[config.mk]
export PLATFORM = sky130hd
export DESIGN_NAME = lrk_ctrl
export DESIGN_NICKNAME = d
export VERILOG_FILES = /design/src/rtl/lrk_pkg.sv /design/src/rtl/lrk_ctrl.sv
export VERILOG_INCLUDE_DIRS = /design/src /design/src/rtl
export SDC_FILE = /design/constraint.sdc
export NUM_CORES = 1
export LEC_CHECK = 0
export BUFFER_PORTS_ARGS = -buffer_cell sky130_fd_sc_hd__clkbuf_2
export CORE_ASPECT_RATIO = 1.5
export CORE_MARGIN = 2
export CORE_UTILIZATION = 40
export CTS_BUF_LIST = sky130_fd_sc_hd__clkbuf_8 sky130_fd_sc_hd__clkbuf_16
export CTS_CLUSTER_SIZE = 8
export DETAILED_ROUTE_END_ITERATION = 12
export GPL_ROUTABILITY_DRIVEN = 0
export MAX_ROUTING_LAYER = met4
export PLACE_DENSITY = 0.58
export SKIP_CTS_REPAIR_TIMING = 1
export SLEW_MARGIN = 20
export SYNTH_ARGS = -nofsm -noshare
export SYNTH_HDL_FRONTEND = slang
export SYNTH_SLANG_ARGS = --single-unit
[constraint.sdc]
create_clock -name clk_i -period 1.9 [get_ports clk_i]
set_input_delay 0 -clock clk_i [delete_from_list [all_inputs] [get_ports clk_i]]
set_output_delay 0 -clock clk_i [all_outputs]
set_load 0.05 [all_outputs]
[src/rtl/lorenz_ode_runge_kutta_stepper_assert.svh]
// Assertion macros for the Lorenz stepper
`ifndef LORENZ_ODE_RUNGE_KUTTA_STEPPER_ASSERT_SVH
`define LORENZ_ODE_RUNGE_KUTTA_STEPPER_ASSERT_SVH

// Property checked on every clock edge outside reset
`define LRK_ASSERT(label, prop, msg) \
  label: assert property (@(posedge clk_i) disable iff (!rst_ni) prop) else $error(msg);

// Condition that must be followed by another on the next edge
`define LRK_ASSERT_NEXT(label, ante, cons, msg) \
  label: assert property (@(posedge clk_i) disable iff (!rst_ni) (ante) |=> (cons)) \
    else $error(msg);

`endif

[src/rtl/lrk_pkg.sv]
`default_nettype none
package lrk_pkg;
  localparam logic signed [31:0] QOne  = 32'sd16777216;
  localparam logic signed [31:0] QHalf = 32'sd8388608;
  localparam logic signed [31:0] SMax  = 32'sh7fffffff;
  localparam logic signed [31:0] SMin  = 32'sh80000000;

  localparam logic [2:0] CfgMethod = 3'd0;
  localparam logic [2:0] CfgStep   = 3'd1;
  localparam logic [2:0] CfgSigma  = 3'd2;
  localparam logic [2:0] CfgRho    = 3'd3;
  localparam logic [2:0] CfgBeta   = 3'd4;
  localparam logic [2:0] CfgUnused = 3'd7;   // no register at this index

  localparam logic [2:0] MEuler = 3'd0;
  localparam logic [2:0] MMid   = 3'd1;
  localparam logic [2:0] MRk2   = 3'd2;
  localparam logic [2:0] MRk3   = 3'd3;
  localparam logic [2:0] MRk4   = 3'd4;

  // Microcode operation of the datapath
  typedef enum logic [3:0] {
    OP_NONE, OP_LOAD, OP_INIT, OP_DERIV, OP_SCALE, OP_HALF, OP_RK3S,
    OP_FULLS, OP_EULER, OP_ADDK2, OP_SUM, OP_DIV, OP_FINAL
  } op_e;

  typedef enum logic [2:0] {
    ST_IDLE, ST_RUN, ST_OUT
  } state_e;

  typedef struct packed {
    op_e        op;
    logic [2:0] sub;    // multiply index / coordinate within op
    logic [1:0] kidx;   // stage number
  } cmd_t;

  function automatic logic signed [31:0] sat64(input logic signed [65:0] v);
    if (v > 66'sd2147483647) return SMax;
    if (v < -66'sd2147483648) return SMin;
    return v[31:0];
  endfunction
endpackage
`default_nettype wire

[src/rtl/lrk_ctrl.sv]
`default_nettype none
module lrk_ctrl (
  input  wire logic          clk_i,
  input  wire logic          rst_ni,
  input  wire logic          in_valid_i,
  input  wire logic          action_i,
  input  wire logic [2:0]    method_i,
  output logic               in_ready_o,
  output logic               out_valid_o,
  input  wire logic          out_ready_i,
  output lrk_pkg::cmd_t      cmd_o
);
  import lrk_pkg::*;
  `include "lorenz_ode_runge_kutta_stepper_assert.svh"

  state_e state_q, state_d;
  cmd_t   pc_q, pc_d;     // current microstep
  logic   last;

  // Microstep sequencer: derive -> scale per stage, then combine
  always_comb begin
    state_d = state_q;
    pc_d = pc_q;
    last = 1'b0;
    in_ready_o = (state_q == ST_IDLE);
    out_valid_o = (state_q == ST_OUT);
    cmd_o = '{op: OP_NONE, sub: 3'd0, kidx: 2'd0};
    case (state_q)
      ST_IDLE: begin
        if (in_valid_i) begin
          cmd_o.op = OP_LOAD;
          if (action_i || method_i > MRk4) state_d = ST_OUT;
          else begin
            state_d = ST_RUN;
            pc_d = '{op: OP_INIT, sub: 3'd0, kidx: 2'd0};
          end
        end
      end
      ST_RUN: begin
        cmd_o = pc_q;
        case (pc_q.op)
          OP_INIT: pc_d = '{op: OP_DERIV, sub: 3'd0, kidx: pc_q.kidx};
          OP_DERIV:
            if (pc_q.sub == 3'd5) pc_d = '{op: OP_SCALE, sub: 3'd0, kidx: pc_q.kidx};
            else pc_d.sub = pc_q.sub + 3'd1;
          OP_SCALE:
            if (pc_q.sub != 3'd2) pc_d.sub = pc_q.sub + 3'd1;
            else begin
              pc_d.sub = 3'd0;
              case (pc_q.kidx)
                2'd0: pc_d.op = (method_i == MEuler) ? OP_EULER : OP_HALF;
                2'd1: if (method_i == MRk3) pc_d.op = OP_RK3S;
                      else if (method_i == MRk4) pc_d.op = OP_HALF;
                      else pc_d.op = OP_ADDK2;
                2'd2: pc_d.op = (method_i == MRk3) ? OP_SUM : OP_FULLS;
                default: pc_d.op = OP_SUM;
              endcase
            end
          OP_HALF, OP_RK3S, OP_FULLS:
            if (pc_q.sub != 3'd2) pc_d.sub = pc_q.sub + 3'd1;
            else pc_d = '{op: OP_DERIV, sub: 3'd0, kidx: pc_q.kidx + 2'd1};
          OP_SUM: pc_d.op = OP_DIV;
          OP_DIV: pc_d.op = OP_FINAL;
          OP_FINAL:
            if (pc_q.sub != 3'd2) begin
              pc_d.op = OP_SUM; pc_d.sub = pc_q.sub + 3'd1;
            end else last = 1'b1;
          OP_EULER, OP_ADDK2:
            if (pc_q.sub != 3'd2) pc_d.sub = pc_q.sub + 3'd1;
            else last = 1'b1;
          default: last = 1'b1;
        endcase
        // HALF for stage 2 of RK4 reads k2 as kidx
        if (pc_d.op == OP_HALF && pc_q.op == OP_SCALE) pc_d.kidx = pc_q.kidx;
        if (last) state_d = ST_OUT;
      end
      ST_OUT: if (out_ready_i) state_d = ST_IDLE;
      default: state_d = ST_IDLE;
    endcase
  end

  always_ff @(posedge clk_i or negedge rst_ni) begin
    if (!rst_ni) begin
      state_q <= ST_IDLE;
      pc_q <= '{op: OP_NONE, sub: 3'd0, kidx: 2'd0};
    end else begin
      state_q <= state_d;
      pc_q <= pc_d;
    end
  end

  `LRK_ASSERT_NEXT(a_out_hold, out_valid_o && !out_ready_i, out_valid_o, "result dropped")
  `LRK_ASSERT(a_no_accept_busy, (state_q != ST_IDLE) |-> !in_ready_o, "accept while busy")
  `LRK_ASSERT(a_run_from_idle, $rose(state_q == ST_RUN) |-> $past(in_valid_i), "no request")
endmodule
`default_nettype wire

---- Yosys cells after proc, flatten, opt, wreduce, memory -nomap -nowiden ----
Cells that the tools add are included.
storage, ports and cells
  register bits after elaboration ......... 12
  output and inout bits ................... 11
  input port bits ......................... 8
  logic and storage cells ................. 84
operators by class
  magnitude comparators ................... 1
  eq/ne operators ......................... 30
  reduce and logical (&&, ||, !) cells .... 15
  $add $sub $neg .......................... 2
  muxes and demuxes ....................... 32
operators with widths
  cell                                                   count
  two-way mux 4 bit                                      8
  one-hot mux 4 bit (7 select lines)                     1
  == test 4 x 3 -> 1 bit, second input constant          5
  == test 4 bit, second input constant                   5
  two-way mux 3 bit                                      6
  two-way mux 9 bit                                      2
  one-hot mux 9 bit (2 select lines)                     1
  one-hot mux 3 bit (5 select lines)                     1
  one-hot mux 4 bit (3 select lines)                     1
  AND reduction 6 bit                                    2
  inequality test 2 bit, second input constant           5
  one-hot mux 3 bit (3 select lines)                     1
  == test 4 x 2 -> 1 bit, second input constant          2
  two-way mux 2 bit                                      4
  one-hot mux 4 bit (2 select lines)                     1
  OR reduction 8 bit                                     1
  two-way mux 7 bit                                      1
  == test 3 x 2 -> 1 bit, second input constant          2
  == test 3 bit, second input constant                   2
  logical NOT 3 bit                                      2
  inequality test 3 bit, second input constant           2
  inequality test 6 x 2 -> 1 bit, second input constant  1
  AND reduction 3 bit                                    2
  OR reduction 3 bit                                     2
  other kinds (17)                                       20

---- Depth between registers and ports, before layout ----
Gate-level depths: netlist of the first run.
  depth in word-level cells ............... 11
  mapped depth ............................ 8
  depth with buffers taken out ............ 7

---- Least setup slack after synthesis of the first run ----
Ideal clock, no wire load.
  path kind ............................... register -> register
  start point ............................. register pc_q[2] (netlist name)
  end point ............................... register pc_q[2] (netlist name)
  stages on the path, launching flop included .. 9
  period minus slack after synthesis ...... 1.729 ns
  data required time ...................... 1.821 ns
  setup slack ............................. 0.171 ns
  path buffers ............................ 1
  library setup time ...................... 0.079 ns
  data arrival time ....................... 1.650 ns
  cells stage by stage .................... dfrtp_1 -> inv_1 -> ha_1 -> nand2b_1 -> buf_4 -> nand4_2 -> a31oi_4 -> or3b_1 -> mux2i_1
between the ends
  cells in the longest elaborated chain, start to end .. 4
  elaborated cells between the ends (all ways) .. 12
  those cells by class .................... 1 x add/sub; 4 x eq/ne; 6 x mux; 1 x reduce/logical
RTL lines
  item                                          line            RTL
  start: declaration                            lrk_ctrl.sv:17  cmd_t pc_q, pc_d;
  start signal: assignment                      lrk_ctrl.sv:85  pc_q <= '{op: OP_NONE, sub: 3'd0, kidx: 2'd0};
  start signal: assignment                      lrk_ctrl.sv:88  pc_q <= pc_d;
  adder 3 x 1 -> 3 bit (tied with other cells)  n/a
  two-way mux 3 bit (tied with other cells)     lrk_ctrl.sv:69  if (pc_q.sub != 3'd2) pc_d.sub = pc_q.sub + 3'd1;
  one-hot mux 3 bit (5 select lines)            lrk_ctrl.sv:41  case (pc_q.op)
  one-hot mux 9 bit (2 select lines)            lrk_ctrl.sv:28  case (state_q)
Several ways; a longest one is shown, not always the timed one. The select of a mux whose other input is x is not followed.
A chain may end at the register's enable or synchronous reset.

---- Worst setup path in the final report of the first run ----
  start point ............................. register pc_q[3] (netlist name)
  end point ............................... register pc_q[2] (netlist name)
between the ends
  cells in the longest elaborated chain, start to end .. 4
  elaborated cells between the ends (all ways) .. 9
  those cells by class .................... 4 x eq/ne; 4 x mux; 1 x reduce/logical
RTL lines
  item                                                                    line
  inequality test 3 x 2 -> 1 bit / == test 3 bit (equally long branches)  n/a
  two-way mux 3 bit, on equally long branches                             lrk_ctrl.sv:47, lrk_ctrl.sv:60, lrk_ctrl.sv:44
  one-hot mux 3 bit (5 select lines)                                      lrk_ctrl.sv:41
  one-hot mux 9 bit (2 select lines)                                      lrk_ctrl.sv:28
Several ways; a longest one is shown, not always the timed one.

==> results.md, run 1 <==
* DR WL/cell at about 14 µm
* Routed met1 length at 1150 µm
* IO buf count at 18
* Hold crit path type: in2reg
* First-pass GRT wire length at roughly 4600 µm
* Initial core utilization at 0.417
* CORE AREA at approximately 2600 µm²
* I/O pin total at 19
* CTS tree: yes
* Initial DRT Pass Iterations at 6
* CP Data Required Time at 2070 ps
* Final #Nets at roughly 180
* Status: completed
* Clock Skew at 4.63 ps
* Initial antenna violation count at 0
* Post-synth EDFFs at 0
* Seq/Total Area, Yosys at 0.249
* Chip height at between 60 and 70 µm
* Crit path kind: reg2reg
* Vias in the first global route at ~1100
* Setup Viol. Count Final at 0
* CP Capture Type: flop
* Syn. warnings at 0
* Crit-path max FO at 4
* Syn_nets at between 150 and 200
* Met2 WL at roughly 1600 µm
* Total Power at approximately 1.5 mW
* CTS max path bufs at 2
* Setup TNS at 0 ps
* Most used flip-flop cell after synthesis: dfrtp_1
* Max IR drop VDD at just over 400 µV
* Post-Synthesis Cell Area at approximately 1100 µm²
* Worst slew margin at 0.733
* DIE WIDTH at roughly 47 µm
* Hold Vio Cnt, Final at 0
* # rows at 23
* Area leader, netlist: dfrtp_1
* Netlist cell types at between 40 and 50
* Slew Viols, Final at 0
* DRC violations left at 0
* Cells after synthesis at around 140
* Clock-pin slew on the worst setup and hold paths at about 60 ps
* Via/cell ratio at between 5 and 6
* Power per cell area at 1120 nW/µm²
* Leakage at 0.577 nW
* Final WL at around 2900 µm
* Max frequency at roughly 560 MHz
* Least-Margin Pin Slew at approximately 400 ps
* Max Used Layer: met4
* GRT Util Overall at 0.206
* ANT nets after route at 0
* Largest net degree at the start of global routing at 12
* RSZ-0062 raised after global routing: no
* Most common cell after layout, fill and taps aside: clkbuf_2
* Remaining global-route overflow at 0
* Max_cap viols at 0
* Post-DP HPWL at roughly 2200 µm
* Syn-to-layout area delta at 21.8%
* Via count at 1111
* Critical Path AT at around 1900 ps
* Clock root buffer: clkbuf_8
* Top cells by area, synth: dfrtp_1, ha_1, a21oi_1
* Ant. Diodes at 0
* Num CTS Buffers at 3
* Clk_lat worst skew at around 240 ps
* Startpoint types: flop
* Most frequent cells in the layout: clkbuf_2, nor2_1, a21oi_1, dfrtp_1, buf_4
* Tmin final at 1770 ps
* Drt initial violations at 35
* DIE AREA at about 3200 µm²
* WL met3 at 59 µm
* Share of cells above drive strength 1 at 0.245
* Top cell type's share of synthesized area at 0.249
* H-tree lvl count at 1
* Async set-reset flop share out of synthesis at 1.00
* Clk sinks at 11
* Synth Area per Inst at just over 8 µm²
* Period utilization at 0.932
* Yosys reg bits at 11
## logic make-up (layout without fill, tap and decap cells)
| group | Yosys count | count (layout) | synth area share |
|---|---|---|---|
| simple gates | 54 | 54 | 0.285 |
| mux | 4 | 4 | 0.0374 |
| compound gates | 45 | 45 | 0.279 |
| flops | 11 | 11 | 0.249 |
| buf+inv | 16 | 42 | 0.0703 |
| fa+ha+maj | 7 | 7 | 0.0794 |
## cell usage after synthesis, types with 3 or more instances
library cell,count
mux2i_1,3
nand2b_1,4
dfrtp_1,11
clkbuf_1,3
nor2b_1,5
and2_1,3
o211ai_1,3
nor2_1,14
inv_1,8
nand2_1,9
a21oi_1,12
ha_1,7
a31oi_1,3
and3b_1,3
o22ai_1,4
o21ai_0,7
## routing by layer
metal | vias to the layer above | global-route usage
met2 | 20 | 0.389
met3 | 6 | 0.0264
met5 | - | -
met4 | 0 | 0.0799
met1 | 528 | 0.203
li1 | 557 | -
## per-stage QoR
stage / hold slack, ps / util / cell area, µm² / std cells / setup slack [ps]
after floorplan: -296 / - / 1100 / 137 / 171
after global placement: -91.5 / 0.482 / 1270 / 195 / 125
after detailed placement: -90.4 / 0.482 / 1270 / 195 / 86.5
after CTS: -348 / 0.499 / 1320 / 199 / 74.3
after global routing: 55.6 / 0.508 / 1340 / 200 / 20.3
final: 20.6 / 0.508 / 1340 / 200 / 128
## state kept, by name (all words and copies together), names as in the netlist
register,count
state_q,2
pc_q,9
## power by group
group / total, mW / internal, mW / switching, mW
sequential: 0.397 / 0.287 / 0.109
combinational: 0.865 / 0.339 / 0.525
clock: 0.241 / 0.143 / 0.0983
## worst paths after layout
kind                                     start                endpoint  slack (ps)  depth (start not counted)
max in group asynchronous               rst_ni     pc_q[6]$_DFFE_PN0P_        1460                          2
setup / recovery           pc_q[3]$_DFFE_PN0P_     pc_q[2]$_DFFE_PN0P_         130                          7
min in group asynchronous               rst_ni  state_q[1]$_DFFE_PN0P_         180                          2
hold / removal                     out_ready_i  state_q[1]$_DFFE_PN0P_          20                          3
setup reg to reg           pc_q[3]$_DFFE_PN0P_     pc_q[2]$_DFFE_PN0P_         130                          7
hold reg to reg            pc_q[4]$_DFFE_PN0P_     pc_q[4]$_DFFE_PN0P_         580                          1
## critical path, stage by stage (launching register included)
cell and delay, ps:
dfrtp_1 400, inv_1 80, ha_1 210, a21oi_2 140, nor3b_2 220, a211oi_1 90
or3b_1 430, mux2i_1 130
## layout make-up
cell class | count | area (µm²)
Fill cell | 272 | 1300
Multi-Input combinational cell | 110 | 764
Sequential cell | 11 | 275
Timing Repair Buffer | 30 | 183
Tap cell | 37 | 46.3
Clock buffer | 3 | 41.3
Inverter | 8 | 30.0
Clock inverter | 1 | 3.75
(Power assumes the default switching activity.)
==> run 2: changes to the inputs <==
PLACE_DENSITY = 0.69   (was 0.58)
==> results.md, run 2 (synthesized netlist as in run 1, its figures left out) <==
* I/O pin total at 19 (unchanged)
* Startpoint types: flop
* Initial core utilization at 0.417 (unchanged)
* Share of cells above drive strength 1 at 0.270 (+0.0245)
* Max FFs per register at 9 (unchanged)
* Crit-path max FO at 4 (unchanged)
* Most common cell after layout, fill and taps aside: clkbuf_2
* Pre-CTS setup slack at 21.6 ps (-64.9 ps)
* CTS tree: yes
* Setup TNS at 0 ps (unchanged)
* Final #Nets at 179 (unchanged)
* # rows at 23 (unchanged)
* CP Capture Type: flop
* Initial antenna violation count at 0 (unchanged)
* Clock Skew at 0.538 ps (-4.10 ps)
* Largest net degree at the start of global routing at 17 (+5)
* Final worst slack at 81.6 ps (-46.9 ps)
* Clock root buffer: clkbuf_8
* DR WL/cell at 14.0 µm (-2.3%)
* Storage cell area at 277 µm² (+0.45%)
* Slew Viols, Final at 0 (unchanged)
* First-pass GRT wire length at 4530 µm (-2.1%)
* Max_cap viols at 0 (unchanged)
* Worst slew margin at 0.745 (+0.0121)
* Post-DP HPWL at 2150 µm (-3.2%)
* Period utilization at 0.957 (+0.0247)
* Remaining global-route overflow at 0 (unchanged)
* DIE WIDTH at 46.9 µm (unchanged)
* Least-Margin Pin Slew at 382 ps (-17.3 ps)
* Reg2Reg Setup Slack at 80 ps (-50 ps)
* Max frequency at 550 MHz (-2.6%)
* Drt initial violations at 47 (+34%)
* GRT Util Overall at 0.205 (-0.00137)
* Slowest CP cell: or3b_4
* ANT nets after route at 0 (unchanged)
* CTS max path bufs at 2 (unchanged)
* Max IR drop VDD at 582 µV (+44%)
* Tmin final at 1820 ps (+46.9 ps)
* Critical Path AT at 1980 ps (+40 ps)
* Largest regs: pc_q (9), state_q (2)
* Syn-to-layout area delta at 22.4%
* Power per cell area at 1130 nW/µm² (+0.86%)
* FILL cells at 276 (+1.5%)
* CP Data Required Time at 2060 ps (about the same)
* Clk sinks at 11 (unchanged)
* Hold crit path type: in2reg
* Via count at 1115 (+0.36%)
* H-tree lvl count at 1 (unchanged)
* Clock-pin slew on the worst setup and hold paths at 50 ps (about the same)
* DRC violations left at 0 (unchanged)
* Num CTS Buffers at 3 (unchanged)
* Via/cell ratio at 5.58 (+0.36%)
* Leakage at 0.580 nW (+0.62%)
* Final WL at 2790 µm (-2.3%)
* DIE AREA at 3200 µm² (unchanged)
* Clk_lat worst skew at 250 ps (about the same)
* Crit-path max cell delay at 410 ps (-20 ps)
* Crit path kind: reg2reg
* CP cell instances: inv_2, ha_1, nand2b_1, nand4_2, a31oi_4, or3b_4, mux2i_1
* IO buf count at 18 (unchanged)
* Setup Viol. Count Final at 0 (unchanged)
* Ant. Diodes at 0 (unchanged)
* Most flop-heavy register: pc_q
* Status: completed
* Hold Vio Cnt, Final at 0 (unchanged)
* Most frequent cells in the layout: clkbuf_2, nor2_1, a21oi_1, buf_4, dfrtp_1
* CORE AREA at 2650 µm² (unchanged)
* Chip height at 68.3 µm (unchanged)
* Area of the multi-input gates at 771 µm² (+0.82%)
* Initial DRT Pass Iterations at 5 (-1)
* Vias in the first global route at 1030 (-1.9%)
run 2: cell counts in the layout (fill, tap and decap cells not counted):
No cell type changed its count.
run 2: per-layer routing:
metal	vias up	track usage	wire length (µm)
met5	-	-	0
met3	4	0.0343	102
met2	28	0.353	1490
met4	0	0.101	54
met1	532	0.218	1150
li1	551	-	-
run 2: report_power, final:
part | leakage [nW] | internal (mW) | switching (mW) | total (mW)
Sequential | 0.144 | 0.287 | 0.137 | 0.424
Clock | 0.0269 | 0.143 | 0.0996 | 0.242
Combinational | 0.410 | 0.343 | 0.514 | 0.857
run 2: final cells by class:
class                           instances  area share
Sequential cell                        11       0.205
Clock buffer                            3      0.0306
Clock inverter                          1     0.00278
Timing Repair Buffer                   30       0.135
Multi-Input combinational cell        110       0.570
Tap cell                               37      0.0343
Inverter                                8      0.0222
run 2: worst max-delay path, delay by kind of cell (launching register included):
kind / cells / cell delay, ps
adder cells (fa/ha/maj): 1 / 210
flip-flops: 1 / 390
buffers and inverters: 1 / 70
multiplexers: 1 / 160
AO/OA/AOI/OAI: 1 / 210
AND/OR/NAND/NOR: 3 / 690
run 2: final timing paths:
check / from / to / cells past startpoint
min in group asynchronous: rst_ni / pc_q[7]$_DFFE_PN0P_ / 2
min reg2reg: pc_q[4]$_DFFE_PN0P_ / pc_q[4]$_DFFE_PN0P_ / 1
min: out_ready_i / state_q[1]$_DFFE_PN0P_ / 3
max reg2reg: pc_q[2]$_DFFE_PN0P_ / pc_q[2]$_DFFE_PN0P_ / 7
max in group asynchronous: rst_ni / pc_q[8]$_DFFE_PN0P_ / 2
max: pc_q[2]$_DFFE_PN0P_ / pc_q[2]$_DFFE_PN0P_ / 7
run 2: stage by stage:
stage	power [mW]	std cells	instance area [µm²]	utilization	hold slack (ps)
2_1_floorplan	1.02	137	1100	-	-296
3_3_place_gp	1.20	193	1260	0.476	-100
3_5_place_dp	1.22	193	1260	0.476	-88.1
4_1_cts	1.46	197	1310	0.493	-353
5_1_grt	1.62	200	1350	0.510	82.4
6_report	1.52	200	1350	0.510	23.9
==> run 3: changes to the inputs <==
CORE_UTILIZATION = 55   (was 40)
PLACE_DENSITY = 0.87   (was 0.69)
==> results.md, run 3 (synthesized netlist as in run 1, its figures left out) <==
* Setup Viol. Count Final at 0 (unchanged)
* First-pass GRT wire length at 4530 µm (+0.15%)
* Largest regs: pc_q (9), state_q (2)
* Final WL at 2930 µm (+4.9%)
* Leakage at 0.567 nW (-2.3%)
* Final #Nets at 177 (-1.1%)
* Critical Path AT at 1950 ps (-30 ps)
* Period utilization at 0.942 (-0.0148)
* Initial core utilization at 0.595 (+0.178)
* CTS tree: yes
* Ant. Diodes at 0 (unchanged)
* Most common cell after layout, fill and taps aside: clkbuf_2
* DP Area at 1230 µm² (-2.2%)
* DRC violations left at 0 (unchanged)
* Setup crit end: pc_q[0]$_DFFE_PN0P_
* Max_cap viols at 0 (unchanged)
* Max IR drop VDD at 662 µV (+14%)
* Clock-pin slew on the worst setup and hold paths at 50 ps (about the same)
* Post-DP HPWL at 2100 µm (-2.4%)
* ANT nets after route at 0 (unchanged)
* CP Data Required Time at 2060 ps (about the same)
* Clock Skew at 4.04 ps (+3.50 ps)
* Worst Hold Path Cells at 3 (unchanged)
* Slew Viols, Final at 0 (unchanged)
* Least-Margin Pin Slew at 458 ps (+75.5 ps)
* Hold crit path type: in2reg
* Most frequent cells in the layout: clkbuf_2, nor2_1, a21oi_1, dfrtp_1
* Max FFs per register at 9 (unchanged)
* Chip height at 58.9 µm (-14%)
* CP Capture Type: flop
* Startpoint types: flop
* Largest net degree at the start of global routing at 17 (unchanged)
* Power per cell area at 1150 nW/µm² (+2.0%)
* Remaining global-route overflow at 0 (unchanged)
* Clk sinks at 11 (unchanged)
* Reg2Reg Setup Slack at 110 ps (+30 ps)
* Worst reg2reg startpoint: pc_q[2]$_DFFE_PN0P_
* Crit path kind: reg2reg
* Crit-path max cell delay at 420 ps (about the same)
* CTS max path bufs at 2 (unchanged)
* Via/cell ratio at 6.41 (+15%)
* Worst Setup SP: pc_q[2]$_DFFE_PN0P_
* Hold Vio Cnt, Final at 0 (unchanged)
* Worst r2r dst: pc_q[0]$_DFFE_PN0P_
* Status: completed
* Vias in the first global route at 1096 (+6.4%)
* Worst Reg-to-Reg Cells at 6 (-1)
* Design Area, Final at 1320 µm² (-2.5%)
* IO buf count at 18 (unchanged)
* H-tree lvl count at 1 (unchanged)
* CP cell instances: inv_2, ha_1, nand2b_1, or3b_1, or3_1, mux2i_1
* Via count at 1166 (+4.6%)
* Share of cells above drive strength 1 at 0.242 (-0.0277)
* Non-filler cells, final at 182 (-9.0%)
* Slowest CP cell: dfrtp_1
* Initial antenna violation count at 0 (unchanged)
* Clock root buffer: clkbuf_8
* Initial DRT Pass Iterations at 4 (-1)
* # rows at 19 (-17%)
* DIE WIDTH at 40.6 µm (-13%)
* Most flop-heavy register: pc_q
* Hold slack at 21.7 ps (-2.12 ps)
* Placed Instances at 176 (-8.8%)
* GRT Util Overall at 0.284 (+0.0793)
* DR WL/cell at 16.1 µm (+15%)
* Syn-to-layout area delta at 19.4%
* I/O pin total at 19 (unchanged)
* Setup TNS at 0 ps (unchanged)
* Clk_lat worst skew at 250 ps (about the same)
* Crit-path max FO at 4 (unchanged)
* CORE AREA at 1850 µm² (-30%)
* Worst slew margin at 0.695 (-0.0503)
* Drt initial violations at 33 (-30%)
* Max frequency at 559 MHz (+1.6%)
* Tmin final at 1790 ps (-28.1 ps)
* DIE AREA at 2390 µm² (-25%)
* Num CTS Buffers at 3 (unchanged)
-- run 3: cell count changes in the layout (fill, tap and decap cells not counted), sizes merged --
cell / before / now
buf: 11 / 9
-- run 3: through the flow --
stage	power, mW	utilization	setup WS (ps)
floorplan	1.02	-	171
global placement	1.20	0.665	140
detailed placement	1.21	0.665	82.2
CTS	1.47	0.689	27.8
global route	1.60	0.711	-3.87
finish	1.51	0.711	110
-- run 3: report_power, final --
part           leakage (nW)  switching, mW  internal [mW]
combinational         0.396          0.521          0.323
sequential            0.144          0.143          0.286
clock                0.0269         0.0985          0.143
total                 0.567          0.762          0.753
-- run 3: area by class of cell --
type	count	area (µm²)
multi-input cells	110	772
fillers	142	537
flip-flops and latches	11	277
repair buffers	28	168
clock buffers	3	41.3
inverters	8	30.0
well taps	21	26.3
clock inverters	1	3.75
-- run 3: worst min path at each step --
stage | startpoint | end | slack [ps]
final | out_ready_i | state_q[1]$_DFFE_PN0P_ | 20
after detailed placement | rst_ni | pc_q[6]$_DFFE_PN0P_ | -100
after CTS | rst_ni | pc_q[0]$_DFFE_PN0P_ | -360
after floorplan | rst_ni | pc_q[0]$_DFFE_PN0P_ | -300
after global routing | out_ready_i | state_q[1]$_DFFE_PN0P_ | 40
after global placement | rst_ni | pc_q[6]$_DFFE_PN0P_ | -100
-- run 3: worst max-delay path: cells and delay by family (launching register included) --
kind                     cells  cell delay (ps)
adder cells (fa/ha/maj)      1              160
buffers and inverters        1               90
flip-flops                   1              420
multiplexers                 1              190
AND/OR/NAND/NOR              3              850
-- run 3: per-layer routing --
metal,global-route usage,vias up,routed length [µm]
met5,-,-,0
met4,0.205,0,108
met3,0.0528,15,170
met2,0.467,61,1580
met1,0.277,540,1070
li1,-,550,-
